File: config.mk
export PLATFORM = sky130hd
export DESIGN_NAME = pfb_decode
export DESIGN_NICKNAME = d
export VERILOG_FILES = /design/src/design/pfb_pkg.sv /design/src/design/pfb_decode.sv
export SDC_FILE = /design/constraint.sdc
export NUM_CORES = 1
export LEC_CHECK = 0
export BUFFER_PORTS_ARGS = -buffer_cell sky130_fd_sc_hd__buf_2
export CAP_MARGIN = 20
export CORE_MARGIN = 2
export CORE_UTILIZATION = 58
export DETAILED_ROUTE_END_ITERATION = 12
export GPL_ROUTABILITY_DRIVEN = 1
export PLACE_DENSITY = 0.91
export SLEW_MARGIN = 10
export SYNTH_ARGS = -nofsm -noshare
export SYNTH_HDL_FRONTEND = slang
export SYNTH_SLANG_ARGS = --single-unit
File: constraint.sdc
create_clock -name vclk -period 7.5
set_input_delay 1.125 -clock vclk [all_inputs]
set_output_delay 1.125 -clock vclk [all_outputs]
set_load 0.01 [all_outputs]
File: src/design/pfb_pkg.sv
// types, codes and helper functions for the page frame buffer blitter
// no dependencies; used by pfb_decode and page_framebuffer_blitter
`default_nettype none

package pfb_pkg;

    localparam logic [3:0] MODE_DRAW    = 4'd0;
    localparam logic [3:0] MODE_MIRROR  = 4'd1;
    localparam logic [3:0] MODE_CLEAR   = 4'd2;
    localparam logic [3:0] MODE_OUTLINE = 4'd3;
    localparam logic [3:0] MODE_SET_PX  = 4'd4;
    localparam logic [3:0] MODE_CLR_PX  = 4'd5;
    localparam logic [3:0] MODE_DITHER  = 4'd6;
    localparam logic [3:0] MODE_WRITE   = 4'd7;
    localparam logic [3:0] MODE_READ    = 4'd8;

    localparam logic [7:0] DITHER_LEVELS = 8'd16;

    localparam logic [3:0] BAYER [16] = '{
        4'd0, 4'd8, 4'd2, 4'd10, 4'd12, 4'd4, 4'd14, 4'd6,
        4'd3, 4'd11, 4'd1, 4'd9, 4'd15, 4'd7, 4'd13, 4'd5
    };

    typedef enum logic [2:0] {
        OP_NONE,
        OP_OR,
        OP_ANDN,
        OP_XOR,
        OP_WRITE,
        OP_READ
    } op_t;

    typedef enum logic [1:0] {
        ST_CLEAR,
        ST_IDLE,
        ST_UPPER,
        ST_LOWER
    } state_t;

    // what one item does to its upper and lower page bytes
    typedef struct packed {
        logic       up_en;
        logic       lo_en;
        op_t        op;
        logic [7:0] up_bits;
        logic [7:0] lo_bits;
    } ctl_t;

    function automatic logic [3:0] bayer_at(input logic [3:0] idx);
        return BAYER[idx];
    endfunction

    function automatic logic op_writes(input op_t op);
        return (op == OP_OR) || (op == OP_ANDN) || (op == OP_XOR) || (op == OP_WRITE);
    endfunction

    function automatic logic [7:0] apply_op(input op_t op, input logic [7:0] cur,
                                            input logic [7:0] bits);
        logic [7:0] res;
        case (op)
            OP_OR:    res = cur | bits;
            OP_ANDN:  res = cur & ~bits;
            OP_XOR:   res = cur ^ bits;
            OP_WRITE: res = bits;
            default:  res = cur;
        endcase
        return res;
    endfunction

endpackage

`default_nettype wire

File: src/design/pfb_decode.sv
// item decode: target column, pages, addresses and byte masks for one item
// depends on pfb_pkg
`default_nettype none

module pfb_decode
    import pfb_pkg::*;
#(
    parameter int FRAME_WIDTH  = 128,
    parameter int FRAME_HEIGHT = 64,
    localparam int PAGES = FRAME_HEIGHT / 8,
    localparam int DEPTH = FRAME_WIDTH * PAGES,
    localparam int AW    = $clog2(DEPTH)
) (
    input  wire logic        [3:0]    mode,
    input  wire logic signed [15:0]   x_pos,
    input  wire logic signed [15:0]   y_pos,
    input  wire logic        [7:0]    column_index,
    input  wire logic        [7:0]    sprite_width,
    input  wire logic        [7:0]    column_bits,
    input  wire logic        [7:0]    left_bits,
    input  wire logic        [7:0]    right_bits,
    input  wire logic        [7:0]    dither_level,
    output ctl_t                      ctl,
    output logic             [AW-1:0] up_addr,
    output logic             [AW-1:0] lo_addr
);

    localparam int CW = $clog2(FRAME_WIDTH);
    localparam int PW = (PAGES > 1) ? $clog2(PAGES) : 1;
    localparam logic signed [17:0] FW_S    = 18'(FRAME_WIDTH);
    localparam logic signed [13:0] PAGES_S = 14'(PAGES);
    localparam logic [AW-1:0]      FW_A    = AW'(FRAME_WIDTH);

    logic signed [17:0] x_ext;
    logic signed [17:0] px_draw;
    logic signed [17:0] px_mirr;
    logic signed [17:0] col_s;
    logic               col_ok;
    logic signed [13:0] page_up;
    logic signed [13:0] page_lo;
    logic               up_pg_ok;
    logic               lo_pg_ok;
    logic               in_frame;
    logic [2:0]         shift;
    logic [7:0]         l_term;
    logic [7:0]         r_term;
    logic [7:0]         ring;
    logic [7:0]         src;
    logic [15:0]        shifted;
    logic [7:0]         dither_mask;

    assign x_ext   = {{2{x_pos[15]}}, x_pos};
    assign px_draw = x_ext + $signed({10'd0, column_index});
    assign px_mirr = x_ext + $signed({10'd0, sprite_width}) - 18'sd1
                     - $signed({10'd0, column_index});

    always_comb
    begin
        if (mode == MODE_MIRROR)
        begin
            col_s = px_mirr;
        end
        else if (mode == MODE_DRAW || mode == MODE_CLEAR || mode == MODE_OUTLINE)
        begin
            col_s = px_draw;
        end
        else
        begin
            col_s = x_ext;
        end
    end

    assign col_ok   = (col_s >= 18'sd0) && (col_s < FW_S);
    assign page_up  = {y_pos[15], y_pos[15:3]};
    assign page_lo  = page_up + 14'sd1;
    assign up_pg_ok = (page_up >= 14'sd0) && (page_up < PAGES_S);
    assign lo_pg_ok = (page_lo >= 14'sd0) && (page_lo < PAGES_S);
    assign in_frame = col_ok && up_pg_ok;
    assign shift    = y_pos[2:0];

    assign up_addr = AW'(AW'(page_up[PW-1:0]) * FW_A) + AW'(col_s[CW-1:0]);
    assign lo_addr = AW'(AW'(page_lo[PW-1:0]) * FW_A) + AW'(col_s[CW-1:0]);

    // outline: 4-neighbour ring around the set pixels, neighbors gated at sprite edges
    assign l_term = (column_index != 8'd0) ? left_bits : 8'd0;
    assign r_term = (({1'b0, column_index} + 9'd1) < {1'b0, sprite_width}) ? right_bits : 8'd0;
    assign ring   = column_bits | (column_bits << 1) | (column_bits >> 1) | l_term | r_term;
    assign src    = (mode == MODE_OUTLINE) ? (ring & ~column_bits) : column_bits;
    assign shifted = {8'd0, src} << shift;

    // page rows are multiples of eight, so the bayer row is the low two bits of the bit index
    always_comb
    begin
        for (int b = 0; b < 8; b++)
        begin
            dither_mask[b] = {4'd0, bayer_at({2'(b), x_pos[1:0]})} >= dither_level;
        end
    end

    always_comb
    begin
        ctl = '{up_en: 1'b0, lo_en: 1'b0, op: OP_NONE, up_bits: 8'd0, lo_bits: 8'd0};
        case (mode)
            MODE_DRAW, MODE_MIRROR, MODE_CLEAR, MODE_OUTLINE:
            begin
                ctl.up_en   = col_ok && up_pg_ok;
                ctl.lo_en   = col_ok && (shift != 3'd0) && lo_pg_ok;
                ctl.op      = (mode == MODE_CLEAR) ? OP_ANDN : OP_OR;
                ctl.up_bits = shifted[7:0];
                ctl.lo_bits = shifted[15:8];
            end
            MODE_SET_PX, MODE_CLR_PX:
            begin
                ctl.up_en   = in_frame;
                ctl.op      = (mode == MODE_CLR_PX) ? OP_ANDN : OP_OR;
                ctl.up_bits = 8'd1 << shift;
            end
            MODE_DITHER:
            begin
                ctl.up_en   = in_frame && (dither_level < DITHER_LEVELS);
                ctl.op      = OP_XOR;
                ctl.up_bits = dither_mask;
            end
            MODE_WRITE:
            begin
                ctl.up_en   = in_frame;
                ctl.op      = OP_WRITE;
                ctl.up_bits = column_bits;
            end
            MODE_READ:
            begin
                ctl.up_en = in_frame;
                ctl.op    = OP_READ;
            end
            default:
            begin
                ctl.op = OP_NONE;
            end
        endcase
    end

endmodule

`default_nettype wire

# After elaboration in Yosys (flattened, before gate mapping)
# Memory sizes are Yosys's and may differ from the RTL's.
# Index checks and enable logic that the tools add are counted.
totals:
  out_inout_bits: 41
  n_memories: 4
  inputBits: 84
  romBits: 256
  wordCells: 83
  ff_bits: 0
mem_list:
  columns: ["memory", "depth", "width", "rd", "rd_clocked_by_memory_dff", "wr", "line", "text"]
  rows:
  - ["(no name shown)", 16, 4, 1, 0, 0, "pfb_pkg.sv:50", "return BAYER[idx];"]
  - ["(no name shown)", 16, 4, 1, 0, 0, "pfb_pkg.sv:50", null]
  - ["(no name shown)", 16, 4, 1, 0, 0, "pfb_pkg.sv:50", null]
  - ["(no name shown)", 16, 4, 1, 0, 0, "pfb_pkg.sv:50", null]
classes:
  order_cmp: 16
  shifts: 2
  add_sub_neg: 8
  mux: 20
  n_reduce_logical: 15
  n_bitwise: 10
  eq_ne: 8
ops:
  columns: ["operator", "count"]
  rows:
  - ["two-way mux 18 bit", 2]
  - ["adder 16 x 9 -> 17 bit", 2]
  - ["greater-or-equal comparator 4 x 8 -> 1 bit", 4]
  - ["two-way mux 4 bit", 8]
  - ["two-way mux 8 bit", 4]
  - ["one-hot mux 8 bit (4 select lines)", 1]
  - ["bitwise OR 8 bit", 3]
  - ["adder 10 x 7 -> 10 bit", 2]
  - ["greater-or-equal comparator 5 bit (second input constant)", 4]
  - ["greater-or-equal comparator 18 x 1 -> 1 bit (second input constant)", 1]
  - ["less-than comparator 18 x 9 -> 1 bit (second input constant)", 1]
  - ["subtractor 17 x 2 -> 18 bit (second input constant)", 1]
  - ["subtractor 18 x 9 -> 18 bit", 1]
  - ["equality test 4 x 3 -> 1 bit (second input constant)", 4]
  - ["left shift 8 x 3 -> 16 bit", 1]
  - ["one-hot mux 3 bit (5 select lines)", 1]
  - ["adder 13 x 2 -> 14 bit (second input constant)", 1]
  - ["greater-or-equal comparator 14 x 1 -> 1 bit (second input constant)", 1]
  - ["less-than comparator 14 x 5 -> 1 bit (second input constant)", 1]
  - ["greater-or-equal comparator 13 x 1 -> 1 bit (second input constant)", 1]
  - ["less-than comparator 13 x 5 -> 1 bit (second input constant)", 1]
  - ["NOT 4 -> 5 bit", 2]
  - ["adder 8 x 1 -> 9 bit (second input constant)", 1]
  - ["less-than comparator 9 x 8 -> 1 bit", 1]
  - ["21 further kinds", 30]

# Depth between registers and ports, before layout
logic_depth:
  word_depth: 10
  mapped_depth: 13
  ltp_nobuf: 13

# Worst setup path after synthesis
# Ideal clock, no wire load.
synth_path:
  path_type: "input port to output port"
  from: "in x_pos[1]"
  to: "out ctl[20] (netlist name)"
  arrival_time_ns: 4.351
  stages: 13
  slack_ns: 2.024
  cell_sequence: "inv_1 > fa_1 > inv_1 > ha_1 > fa_1 > a211oi_1 > o211ai_1 > a41oi_1 > nor2_1 > or4b_2 > a2111o_1 > o31ai_2 > and3_1"
synth_rtl:
  columns: ["item", "line", "text"]
  rows:
  - ["from (decl)", "pfb_decode.sv:15", "input wire logic signed [15:0] x_pos,"]
  - ["to (decl)", "pfb_decode.sv:23", "output ctl_t ctl,"]

==> impl_metrics.toml <==
[status]
status = "complete, no violations"

[logic_synthesis]
netlist_instances = 515
ys_seq_area_frac = 0
synth_largest_area_cell = "ha_1"
synthTopCellsByArea = "ha_1, inv_1, fa_1"
synth_nets = 662
synthesis.area_mm2 = 0.00355
postSynthAreaPerCell_um2 = 6.89
synth_top_area_share = 0.187
synth.distinct_cells = 75
yosys_warnings = 0

[critical_path]
critPathLaunchType = "input port"
setup.worst_path.class = "in2out"
path_buf_inv = 4
cp.required_ns = 6.38
cp_max_fo = 7
slowest_delay_ns = 0.60
cp-end-kind = "output pin"
crit_family = "compound AO/OA/AOI/OAI gates"
crit_chain = "buf_2, inv_1, fa_1, inv_1, ha_1, fa_1, a211oi_1, o211ai_1, a41oi_1, nor2_1, or4b_2, a2111o_1, o31ai_2, and3_1, buf_2"
slowest_stage = "or4b_2"
worst_ep_arrival_time_ns = 4.91

[final_layout]
drive_above_1_share = 0.220
seq_area_um2 = 0
area_delta_synth_final_pct = 15.8
nets = 762
n_antenna_cell = 0
stdcell_count = 688
sequential_cell_total = 0
nClkBuffers = 0
fillerInstances = 520
final_util = 0.694

[floorplanning]
rows = 28
fp.dieW_um = 82.2
die_height_um = 82.2
start_util = 0.599
die-area_mm2 = 0.00676
fp.coreArea_mm2 = 0.00592
io_pins = 125

[placement]
io_buffers = 124
place.gp.congestion = 0.947
place_inst = 688
dp_hpwl_um = 9120
dp_slack_ns = 1.49

[timing]
whs_ns = 2.48
setup_tns_ns = 0
final_max_slew_viol_count = 0
maxSlewHeadroom = 0.507
layout_setup_ws_ns = 1.47
min_period_ns = 6.03
setup_viol = 0
timing.fmax_mhz = 166
rsz0062_at_grt = "false"
hold_viol_final = 0
tightest_slew_ns = 0.740
finalCritPeriodShare = 0.804

[drt]
ant_nets = 0
first_pass_iters = 6
avgViaCountPerCell = 6.27
wl_per_cell_um = 15.9
drc_errors = 0
first_iter_violations = 361
num_vias = 4315
routed_wl_um = 11000

[grt]
grtUsageTotal = 0.308
grt_overflow = 0
grt_max_degree = 22
grt_pass1_wl_um = 16800
grt_pass1_vias = 3813
antenna_found_initial = 0

[pwr]
p_sw_w = 0.000172
p_int_w = 0.000118
p_leak_nw = 2.08
power_density_mw_per_mm2 = 70.5
ir_worst_vdd_uv = 58.9
switching_share = 0.593
comb_power_share = 1.000
seqPwrFrac = 0
clock_power_share = 0

[hold_path]
hold_path_class = "in2out"

[cts]
cts_setup_buffers = 0
cts_hold_buf = 0
cts_resized = 0

[flow_run]
maxCapViolCount = 0
-- cell usage after synthesis, drive strengths merged, types with 11 or more instances --
master  instances
nand2          34
o21ai          42
a21oi          31
clkbuf         11
buf            16
nand2b         11
inv            68
a211oi         14
xnor2          11
mux2i          11
ha             53
nor2           47
-- cells by family (layout without fill, tap and decap cells) --
family | Yosys count | count (layout) | share of synthesized area
compound gates | 170 | 170 | 0.330
simple gates | 154 | 154 | 0.224
buf+inv | 96 | 194 | 0.118
fa+ha+maj | 63 | 63 | 0.243
xor+xnor | 16 | 16 | 0.0395
mux | 15 | 15 | 0.0438
other cells | 1 | 1 | 0.00106
-- final timing paths --
path,start,to,slack [ns],cells after the start
max,x_pos[1],ctl[20],1.47,15
min,y_pos[4],up_addr[8],2.48,2
-- metal layers --
metal  global-route usage  part of all wire  vias to the layer above
met5                    0                 0                        -
met4               0.0800             0.021                        0
met3               0.0250             0.088                       28
met2                0.541              0.47                      250
met1                0.403              0.42                     1975
li1                     -                 -                     2062
-- layout by cell type (no fill, tap or decap), types with 10 or more instances in the layout --
cell,instances
a211oi_1,13
a21oi_1,31
buf_2,124
fa_1,10
ha_1,53
inv_1,68
mux2i_1,11
nand2_1,34
nand2b_1,10
nor2_1,46
o21ai_0,27
o21ai_1,15
xnor2_1,11
-- power groups by stage --
stage | clock network (W) | registers, W | logic (W)
floorplan | 0 | 0 | 0.000197
global placement | 0 | 0 | 0.000273
detailed placement | 0 | 0 | 0.000283
CTS | 0 | 0 | 0.000284
global route | 0 | 0 | 0.000320
finish | 0 | 0 | 0.000290
-- layout make-up --
class	count	area, um^2	share of cell area
repair buffers	125	628	0.153
multi-input cells	419	3130	0.761
inverters	69	259	0.0631
well taps	75	93.8	0.0228
-- stage by stage --
step | area (um^2) | total power, W
floorplan | 3550 | 0.000197
global placement | 4110 | 0.000273
detailed placement | 4110 | 0.000283
CTS | 4110 | 0.000284
global route | 4110 | 0.000320
finish | 4110 | 0.000290
(Power assumes the default switching activity.)
